### config.mk
export PLATFORM = sky130hd
export DESIGN_NAME = bankers_resource_allocator_core
export DESIGN_NICKNAME = d
export VERILOG_FILES = /design/src/rtl/core/bra_pkg.sv /design/src/rtl/core/bankers_resource_allocator_core.sv /design/src/rtl/core/bra_row_mem.sv
export SDC_FILE = /design/constraint.sdc
export NUM_CORES = 2
export LEC_CHECK = 0
export BUFFER_PORTS_ARGS = -buffer_cell sky130_fd_sc_hd__clkbuf_2
export CAP_MARGIN = 15
export CORE_MARGIN = 2
export CORE_UTILIZATION = 23
export CTS_CLUSTER_DIAMETER = 40
export DETAILED_ROUTE_END_ITERATION = 10
export PLACE_DENSITY_LB_ADDON = 0.3
export SYNTH_ARGS = -nofsm -noshare
export SYNTH_HDL_FRONTEND = slang
export SYNTH_SLANG_ARGS = --single-unit
### constraint.sdc
create_clock -name clk -period 34.5 [get_ports clk]
set_input_delay 6.9 -clock clk [delete_from_list [all_inputs] [get_ports clk]]
set_output_delay 6.9 -clock clk [all_outputs]
set_load 0.005 [all_outputs]
### src/rtl/core/bra_pkg.sv
// Shared constants and codes for the resource allocator core.
package bra_pkg;

  localparam int unsigned DefMaxCustomers = 16;
  localparam int unsigned DefMaxResources = 4;
  localparam int unsigned DefAmountWidth  = 16;
  localparam int unsigned NumLanes        = 4;
  localparam int unsigned FieldWidth      = 16;

  localparam logic [1:0] MODE_REQUEST = 2'd0;
  localparam logic [1:0] MODE_RELEASE = 2'd1;
  localparam logic [1:0] MODE_LOAD    = 2'd2;
  localparam logic [1:0] MODE_SETAV   = 2'd3;

  localparam logic [3:0] ST_GRANTED    = 4'd0;
  localparam logic [3:0] ST_EXC_NEED   = 4'd1;
  localparam logic [3:0] ST_INSUFF     = 4'd2;
  localparam logic [3:0] ST_UNSAFE     = 4'd3;
  localparam logic [3:0] ST_RELEASED   = 4'd4;
  localparam logic [3:0] ST_EXC_ALLOC  = 4'd5;
  localparam logic [3:0] ST_LOADED     = 4'd6;
  localparam logic [3:0] ST_AVAIL_SET  = 4'd7;
  localparam logic [3:0] ST_BAD_CUST   = 4'd8;

  localparam logic CFG_CUSTOMERS = 1'b0;
  localparam logic CFG_RESOURCES = 1'b1;

endpackage

### src/rtl/core/bankers_resource_allocator_core.sv
// Top level of the banker's algorithm resource allocator core.
// Set available and bad customer go straight to the result; release, load and a request
// denied at the checks read and evaluate the customer row first; a request passing the
// checks then scans up to P passes of N row reads, P <= N (N = customers in use).
// One item at a time: busy is high from accept to result strobe.
// After reset a clearing pass writes zero to every row.
module bankers_resource_allocator_core
  import bra_pkg::*;
#(
  parameter int unsigned MAX_CUSTOMERS = DefMaxCustomers,
  parameter int unsigned MAX_RESOURCES = DefMaxResources,
  parameter int unsigned AMOUNT_WIDTH  = DefAmountWidth
) (
  input  logic                  clk,
  input  logic                  rst_n,
  input  logic                  start,
  output logic                  busy,
  input  logic [1:0]            in_mode,
  input  logic [3:0]            in_customer,
  input  logic [FieldWidth-1:0] in_amount_0,
  input  logic [FieldWidth-1:0] in_amount_1,
  input  logic [FieldWidth-1:0] in_amount_2,
  input  logic [FieldWidth-1:0] in_amount_3,
  output logic                  out_valid,
  output logic [3:0]            out_status,
  output logic [FieldWidth-1:0] out_available_0,
  output logic [FieldWidth-1:0] out_available_1,
  output logic [FieldWidth-1:0] out_available_2,
  output logic [FieldWidth-1:0] out_available_3,
  input  logic                  psel,
  input  logic                  penable,
  input  logic                  pwrite,
  input  logic [2:2]            paddr,
  input  logic [31:0]           pwdata,
  output logic [31:0]           prdata,
  output logic                  pready
);

  localparam int unsigned AW  = AMOUNT_WIDTH;
  localparam int unsigned NR  = MAX_RESOURCES;
  localparam int unsigned CW  = (MAX_CUSTOMERS > 1) ? $clog2(MAX_CUSTOMERS) : 1;
  localparam int unsigned NCW = $clog2(MAX_CUSTOMERS + 1);
  localparam int unsigned RW  = 2 * NR * AW;
  localparam int unsigned WW  = AW + 7;  // work vector never exceeds MAX_CUSTOMERS + 1 amounts
  localparam logic [AW-1:0] AMAX = '1;

  // state codes
  localparam logic [2:0] S_CLEAR = 3'd0;
  localparam logic [2:0] S_IDLE  = 3'd1;
  localparam logic [2:0] S_RD    = 3'd2;  // row read issued for customer
  localparam logic [2:0] S_EVAL  = 3'd3;  // row data present
  localparam logic [2:0] S_SCAN  = 3'd4;  // safety scan, one row per cycle
  localparam logic [2:0] S_DONE  = 3'd5;

  // config registers
  logic [4:0] cust_cfg_r;
  logic [2:0] res_cfg_r;
  assign pready = 1'b1;
  always_comb begin
    prdata = '0;
    if (paddr[2] == CFG_RESOURCES) prdata[2:0] = res_cfg_r;
    else                           prdata[4:0] = cust_cfg_r;
  end

  always_ff @(posedge clk) begin
    if (!rst_n) begin
      cust_cfg_r <= 5'd16;
      res_cfg_r  <= 3'd4;
    end else if (psel && penable && pwrite) begin
      if (paddr[2] == CFG_RESOURCES) res_cfg_r  <= pwdata[2:0];
      else                           cust_cfg_r <= pwdata[4:0];
    end
  end

  // effective counts
  logic [NCW-1:0] nc;
  logic [2:0]     nr;
  always_comb begin
    if (cust_cfg_r == 5'd0) nc = NCW'(1);
    else if (32'(cust_cfg_r) > MAX_CUSTOMERS) nc = NCW'(MAX_CUSTOMERS);
    else nc = NCW'(cust_cfg_r);
    if (res_cfg_r == 3'd0) nr = 3'd1;
    else if (32'(res_cfg_r) > NR) nr = 3'(NR);
    else nr = res_cfg_r;
  end

  // datapath registers
  logic [2:0]    state_r, state_nxt;
  logic [1:0]    mode_r;
  logic [CW-1:0] cust_r;
  logic [AW-1:0] amt_r   [NR];
  logic [AW-1:0] avail_r [NR];
  logic [AW-1:0] tavail_r[NR];   // tentative available
  logic [RW-1:0] trow_r;         // tentative row of the requesting customer
  logic [WW-1:0] work_r  [NR];
  logic [MAX_CUSTOMERS-1:0] done_r;
  logic [NCW-1:0] fin_r;
  logic           prog_r;
  logic [CW-1:0]  scan_r;        // row whose data is present in S_SCAN
  logic [CW:0]    clr_r;
  logic [3:0]     stat_r;
  logic           outv_r;

  // memory
  logic          we;
  logic [CW-1:0] waddr, raddr;
  logic [RW-1:0] wdata, rdata;

  bra_row_mem #(.MaxCustomers(MAX_CUSTOMERS), .RowWidth(RW)) u_mem (
    .clk(clk), .we(we), .waddr(waddr), .wdata(wdata), .raddr(raddr), .rdata(rdata)
  );

  function automatic logic [AW-1:0] need_of(input logic [RW-1:0] row, input int j);
    need_of = row[j*AW +: AW];
  endfunction
  function automatic logic [AW-1:0] alloc_of(input logic [RW-1:0] row, input int j);
    alloc_of = row[(NR+j)*AW +: AW];
  endfunction
  function automatic logic [AW-1:0] sadd(input logic [AW-1:0] a, input logic [AW-1:0] b);
    logic [AW:0] s;
    s = {1'b0, a} + {1'b0, b};
    sadd = s[AW] ? AMAX : s[AW-1:0];
  endfunction

  logic accept;
  assign busy   = (state_r != S_IDLE);
  assign accept = start && !busy;

  // row under evaluation during scan: the requester's row comes from the tentative copy
  logic [RW-1:0] srow;
  assign srow = (scan_r == cust_r) ? trow_r : rdata;

  // row evaluation for request, release and load, plus the scan fit test
  logic exc_need, insuff, exc_alloc, fits;
  logic [RW-1:0] req_row, rel_row, load_row;
  always_comb begin
    exc_need = 1'b0; insuff = 1'b0; exc_alloc = 1'b0; fits = 1'b1;
    req_row = rdata; rel_row = rdata; load_row = rdata;
    for (int j = 0; j < NR; j++) begin
      if (j < int'(nr)) begin
        if (amt_r[j] > need_of(rdata, j))  exc_need  = 1'b1;
        if (amt_r[j] > avail_r[j])         insuff    = 1'b1;
        if (amt_r[j] > alloc_of(rdata, j)) exc_alloc = 1'b1;
        if (WW'(need_of(srow, j)) > work_r[j]) fits = 1'b0;
        req_row[j*AW +: AW]      = need_of(rdata, j) - amt_r[j];
        req_row[(NR+j)*AW +: AW] = sadd(alloc_of(rdata, j), amt_r[j]);
        rel_row[j*AW +: AW]      = sadd(need_of(rdata, j), amt_r[j]);
        rel_row[(NR+j)*AW +: AW] = alloc_of(rdata, j) - amt_r[j];
        load_row[j*AW +: AW]      = amt_r[j];
        load_row[(NR+j)*AW +: AW] = '0;
      end
    end
  end

  logic scan_hit, last_row;
  assign scan_hit = !done_r[scan_r] && fits;
  assign last_row = ({1'b0, scan_r} == (CW+1)'(nc - NCW'(1)));

  always_comb begin
    state_nxt = state_r;
    we = 1'b0; waddr = cust_r; wdata = '0; raddr = cust_r;
    unique case (state_r)
      S_CLEAR: begin
        we = 1'b1; waddr = clr_r[CW-1:0];
        if (32'(clr_r) == MAX_CUSTOMERS - 1) state_nxt = S_IDLE;
      end
      S_IDLE: if (accept) begin
        raddr = CW'(in_customer);
        if (in_mode == MODE_SETAV || 32'(in_customer) >= 32'(nc)) state_nxt = S_DONE;
        else state_nxt = S_RD;
      end
      S_RD: state_nxt = S_EVAL;
      S_EVAL: begin
        state_nxt = S_DONE;
        if (mode_r == MODE_RELEASE) begin
          we = !exc_alloc; wdata = rel_row;
        end else if (mode_r == MODE_LOAD) begin
          we = 1'b1; wdata = load_row;
        end else if (!exc_need && !insuff) begin
          state_nxt = S_SCAN; raddr = '0;
        end
      end
      S_SCAN: begin
        raddr = last_row ? '0 : scan_r + CW'(1);
        if (fin_r + NCW'(scan_hit) == nc) begin
          state_nxt = S_DONE; we = 1'b1; wdata = trow_r;
        end else if (last_row && !(prog_r || scan_hit)) begin
          state_nxt = S_DONE;
        end
      end
      S_DONE: state_nxt = S_IDLE;
      default: state_nxt = S_IDLE;
    endcase
  end

  always_ff @(posedge clk) begin
    if (!rst_n) begin
      state_r <= S_CLEAR;
      clr_r   <= '0;
      outv_r  <= 1'b0;
      for (int j = 0; j < NR; j++) avail_r[j] <= '0;
    end else begin
      state_r <= state_nxt;
      outv_r  <= 1'b0;
      unique case (state_r)
        S_CLEAR: clr_r <= clr_r + (CW+1)'(1);
        S_IDLE: if (accept) begin
          mode_r <= in_mode;
          cust_r <= CW'(in_customer);
          amt_r[0] <= AW'(in_amount_0);
          if (NR > 1) amt_r[1 % NR] <= AW'(in_amount_1);
          if (NR > 2) amt_r[2 % NR] <= AW'(in_amount_2);
          if (NR > 3) amt_r[3 % NR] <= AW'(in_amount_3);
          if (in_mode == MODE_SETAV) begin
            stat_r <= ST_AVAIL_SET;
            if (nr > 3'd0) avail_r[0] <= AW'(in_amount_0);
            if (NR > 1 && nr > 3'd1) avail_r[1 % NR] <= AW'(in_amount_1);
            if (NR > 2 && nr > 3'd2) avail_r[2 % NR] <= AW'(in_amount_2);
            if (NR > 3 && nr > 3'd3) avail_r[3 % NR] <= AW'(in_amount_3);
          end else begin
            stat_r <= ST_BAD_CUST;
          end
        end
        S_RD: ;
        S_EVAL: begin
          done_r <= '0; fin_r <= '0; prog_r <= 1'b0; scan_r <= '0;
          trow_r <= req_row;
          for (int j = 0; j < NR; j++) begin
            tavail_r[j] <= avail_r[j] - ((j < int'(nr)) ? amt_r[j] : '0);
            work_r[j]   <= WW'(avail_r[j] - ((j < int'(nr)) ? amt_r[j] : '0));
          end
          if (mode_r == MODE_RELEASE) begin
            stat_r <= exc_alloc ? ST_EXC_ALLOC : ST_RELEASED;
            if (!exc_alloc)
              for (int j = 0; j < NR; j++)
                if (j < int'(nr)) avail_r[j] <= sadd(avail_r[j], amt_r[j]);
          end else if (mode_r == MODE_LOAD) begin
            stat_r <= ST_LOADED;
          end else begin
            stat_r <= exc_need ? ST_EXC_NEED : (insuff ? ST_INSUFF : ST_UNSAFE);
          end
        end
        S_SCAN: begin
          scan_r <= last_row ? '0 : scan_r + CW'(1);
          prog_r <= last_row ? 1'b0 : (prog_r || scan_hit);
          if (scan_hit) begin
            done_r[scan_r] <= 1'b1;
            fin_r <= fin_r + NCW'(1);
            for (int j = 0; j < NR; j++)
              if (j < int'(nr)) work_r[j] <= work_r[j] + WW'(alloc_of(srow, j));
          end
          if (fin_r + NCW'(scan_hit) == nc) begin
            stat_r <= ST_GRANTED;
            for (int j = 0; j < NR; j++) avail_r[j] <= tavail_r[j];
          end
        end
        S_DONE: outv_r <= 1'b1;
        default: ;
      endcase
    end
  end

  // result beat
  logic [FieldWidth-1:0] av_out [NumLanes];
  always_comb begin
    for (int j = 0; j < NumLanes; j++) begin
      av_out[j] = '0;
      if (j < NR) av_out[j] = FieldWidth'(avail_r[j % NR]);
    end
  end
  assign out_valid       = outv_r;
  assign out_status      = stat_r;
  assign out_available_0 = av_out[0];
  assign out_available_1 = av_out[1];
  assign out_available_2 = av_out[2];
  assign out_available_3 = av_out[3];

  // checks
  a_busy_on_result: assert property (@(posedge clk) disable iff (!rst_n)
    out_valid |-> $past(busy)) else $error("result without an item in flight");
  a_one_beat: assert property (@(posedge clk) disable iff (!rst_n)
    out_valid |=> !out_valid) else $error("result strobe held two cycles");
  a_fin_bound: assert property (@(posedge clk) disable iff (!rst_n)
    state_r == S_SCAN |-> fin_r < nc) else $error("finish count overran");
  a_status_range: assert property (@(posedge clk) disable iff (!rst_n)
    out_valid |-> out_status <= ST_BAD_CUST) else $error("bad status code");

endmodule

### src/rtl/core/bra_row_mem.sv
// Row-wide synchronous memory: need and allocation rows for all customers.
module bra_row_mem
  import bra_pkg::*;
#(
  parameter int unsigned MaxCustomers = DefMaxCustomers,
  parameter int unsigned RowWidth     = 2 * DefMaxResources * DefAmountWidth,
  localparam int unsigned AddrWidth   = (MaxCustomers > 1) ? $clog2(MaxCustomers) : 1
) (
  input  logic                 clk,
  input  logic                 we,
  input  logic [AddrWidth-1:0] waddr,
  input  logic [RowWidth-1:0]  wdata,
  input  logic [AddrWidth-1:0] raddr,
  output logic [RowWidth-1:0]  rdata
);

  logic [RowWidth-1:0] mem [MaxCustomers];

  always_ff @(posedge clk) begin
    if (we) begin
      mem[waddr] <= wdata;
    end
    rdata <= mem[raddr];
  end

endmodule

==> flow_metrics.py <==
metrics = {
    "die": {
        "dieArea_mm2": 0.563,
        "rows": 274,
        "die_x_um": 750,
        "io-pin-count": 212,
        "start_util": 0.230,
        "die_h_um": 750,
        "core-area_mm2": 0.556,
    },
    "global_route": {
        "grt_usage": 0.144,
        "gr-total-overflow": 0,
        "antenna_found_initial": 20,
        "grt_max_degree": 129,
        "grt_pass1_wl_mm": 610,
        "first_global_vias": 85600,
    },
    "synthesis": {
        "ys.flop_type": "edfxtp_1",
        "async_flop_share": 0,
        "synth_top_area_cell": "edfxtp_1",
        "synthTopCellsByArea": "edfxtp_1 59%, nand2_1 7.0%, ha_1 5.8%",
        "synth_most_common_cell": "edfxtp_1",
        "yosysTopAreaCellShare": 0.585,
        "synth_edf_count": 2496,
        "synth_warnings": 0,
        "ys_ff_latch": 2641,
        "syn_inst": 11200,
        "syn_avg_cell_area_um2": 11.5,
        "ys_types": 94,
        "synth_seq_area_share": 0.608,
        "synthesis.area_mm2": 0.128,
        "synth_commonest_cells": "2,496 x edfxtp_1, 2,390 x nand2_1, 944 x nand3_1, 592 x ha_1, 517 x a21oi_1",
    },
    "clocking": {
        "path_clk_slew_ps": 50,
        "tritoncts": "yes",
        "hold_buffers": 0,
        "cts_buffers": 356,
        "worstSkewPairLatency_ps": 920,
        "clk_path_buf_depth": 4,
        "ctsHtreeMaxLevel": 5,
        "clock_sinks": 2641,
        "cts_resized": 0,
        "clockRootBuffer": "clkbuf_16",
        "cts_setup_buffers": 0,
    },
    "timing": {
        "max_slew.worst_pin.slew_ps": 1250,
        "finalSetupViolCount": 0,
        "max_freq_ghz": 0.0693,
        "skew_ps": 73.8,
        "drv_slew": 0,
        "hold_viol": 0,
        "period_share": 0.418,
        "setup_tns_ps": 0,
        "setup_slack_ps": 20060,
        "rsz0062_at_grt": "false",
        "relSlewSlack": 0.166,
        "fin_crit_ps": 14440,
        "whs_ps": 511,
    },
    "routing": {
        "ant_nets": 0,
        "via_per_inst": 4.65,
        "remaining_drc_errors": 0,
        "vias": 88900,
        "dr.pass1.iters": 5,
        "drt_iter0_drc": 8797,
        "routedWlPerCell_um": 22.2,
        "routed_wl_mm": 424,
    },
    "min_path": {
        "hp-class": "flip-flop to flip-flop",
        "min_to": "clr_r[4]",
        "hp-start": "clr_r[4]",
        "min_path_cells": 2,
    },
    "worst_setup_path": {
        "crit_top_cell": "clkbuf_2",
        "cp.arrival_ps": 7540,
        "reg2reg_from": "scan_r[0]",
        "r2r-end": "u_mem.mem[9][0]",
        "timing_worst_setup_path_type": "primary input to output pin",
        "ff2ff_path_depth": 32,
        "slowest_stage": "mux2_2",
        "r2r_setup_slack_ps": 23440,
        "crit_required_ps": 27600,
        "max_stage_delay_ps": 360,
        "startpoint_type": "primary input",
        "endpoint_kind": "output pin",
        "worst-path-max-fanout": 9,
        "crit_chain": "clkbuf_2, mux2_2, clkbuf_2",
    },
    "cells_and_area": {
        "syn_to_final_growth_pct": 17.5,
        "final_util": 0.271,
        "nets": 12100,
        "drive_gt1_frac": 0.113,
        "multi_input_area_mm2": 0.0466,
        "seq_area_mm2": 0.0779,
        "fillers": 57600,
    },
    "power": {
        "ir_drop_mv": 0.0711,
        "p_leak_nw": 54.3,
        "total_power_w": 0.00923,
        "p_per_area_mw_per_mm2": 61.3,
    },
    "place": {
        "place_ws_ps": 20070,
        "io_buffer_count": 156,
        "dp_hpwl_mm": 260,
        "gp_congestion": 0.865,
    },
    "flow_run": {
        "maxCapViolations": 0,
    },
    "status": {
        "status": "finished clean",
    },
}
[report_power, final]
group	switching [W]	leakage [nW]	total [W]	internal [W]
Sequential	0.000135	22.1	0.00389	0.00376
Combinational	0.00104	26.4	0.00158	0.000543
Clock	0.00151	5.83	0.00376	0.00225
Total	0.00268	54.3	0.00923	0.00655
[worst max path at each step]
stage,from,endpoint
final,paddr,prdata[1]
after global routing,paddr,prdata[1]
after CTS,paddr,prdata[1]
after detailed placement,paddr,prdata[1]
after global placement,paddr,prdata[1]
after floorplan,paddr,prdata[1]
[area by class of cell]
cell class	count	share of cell area
antenna	6	0.0000998
clock buffer	428	0.0633
clock inverter	227	0.0170
inverter	418	0.0105
multi-input combinational	7534	0.310
sequential	2641	0.517
tap	7452	0.0619
timing repair buffer	420	0.0202
[worst max-delay path, delay by kind of cell]
family | cells | cell delay [ps]
buf+inv | 2 | 280
mux | 1 | 360
[through the flow]
stage,instance area [um^2],std cells
2_1_floorplan,128000,11200
3_3_place_gp,138000,18500
3_5_place_dp,138000,18500
4_1_cts,150000,19100
5_1_grt,151000,19100
6_report,151000,19100
[flip-flops by register name, indices dropped and copies added, names as in the netlist, 2 cells and up]
name,count
amt_r,64
avail_r,64
clr_r,5
cust_cfg_r,5
cust_r,4
done_r,16
fin_r,5
mode_r,2
out_status,4
res_cfg_r,3
scan_r,4
state_r,3
tavail_r,64
trow_r,128
u_mem.mem,2048
u_mem.rdata,128
work_r,92
[placed cells by master, fill, tap and decap left out, drive strengths merged, types with 46 or more instances in the layout]
cell type / Yosys / layout
edfxtp: 2496 / 2496
nand2: 2391 / 2391
nand3: 945 / 945
ha: 592 / 592
clkbuf: 391 / 587
a21oi: 518 / 518
nor2: 488 / 488
inv: 416 / 485
o21ai: 310 / 310
buf: 218 / 261
xnor2: 251 / 251
mux2: 197 / 197
mux2i: 178 / 178
dfxtp: 145 / 145
nor3: 142 / 142
nand4: 107 / 107
xor2: 104 / 104
a221oi: 101 / 101
clkinv: 2 / 95
nor2b: 91 / 91
a221o: 84 / 84
a21o: 77 / 77
o21bai: 69 / 69
a22oi: 61 / 61
and3: 54 / 54
or3: 49 / 49
nand2b: 48 / 48
o21a: 46 / 46
[per-layer routing]
metal / track usage / vias up / part of all wire
li1: - / 41100 / -
met1: 0.205 / 44700 / 0.46
met2: 0.236 / 2664 / 0.46
met3: 0.0171 / 460 / 0.058
met4: 0.0294 / 8 / 0.019
met5: 0 / - / 0.00012
[kinds of logic after synthesis]
logic type / Yosys count / synth area share
buffers and inverters: 1027 / 0.0325
flip-flops: 2641 / 0.608
adder cells (fa/ha/maj): 620 / 0.0622
multiplexers: 380 / 0.0321
XOR/XNOR: 355 / 0.0243
other: 2 / 0.0000586
AO/OA/AOI/OAI: 1732 / 0.0911
AND/OR/NAND/NOR: 4419 / 0.150
Note: power is estimated with default switching activity, not from simulation.
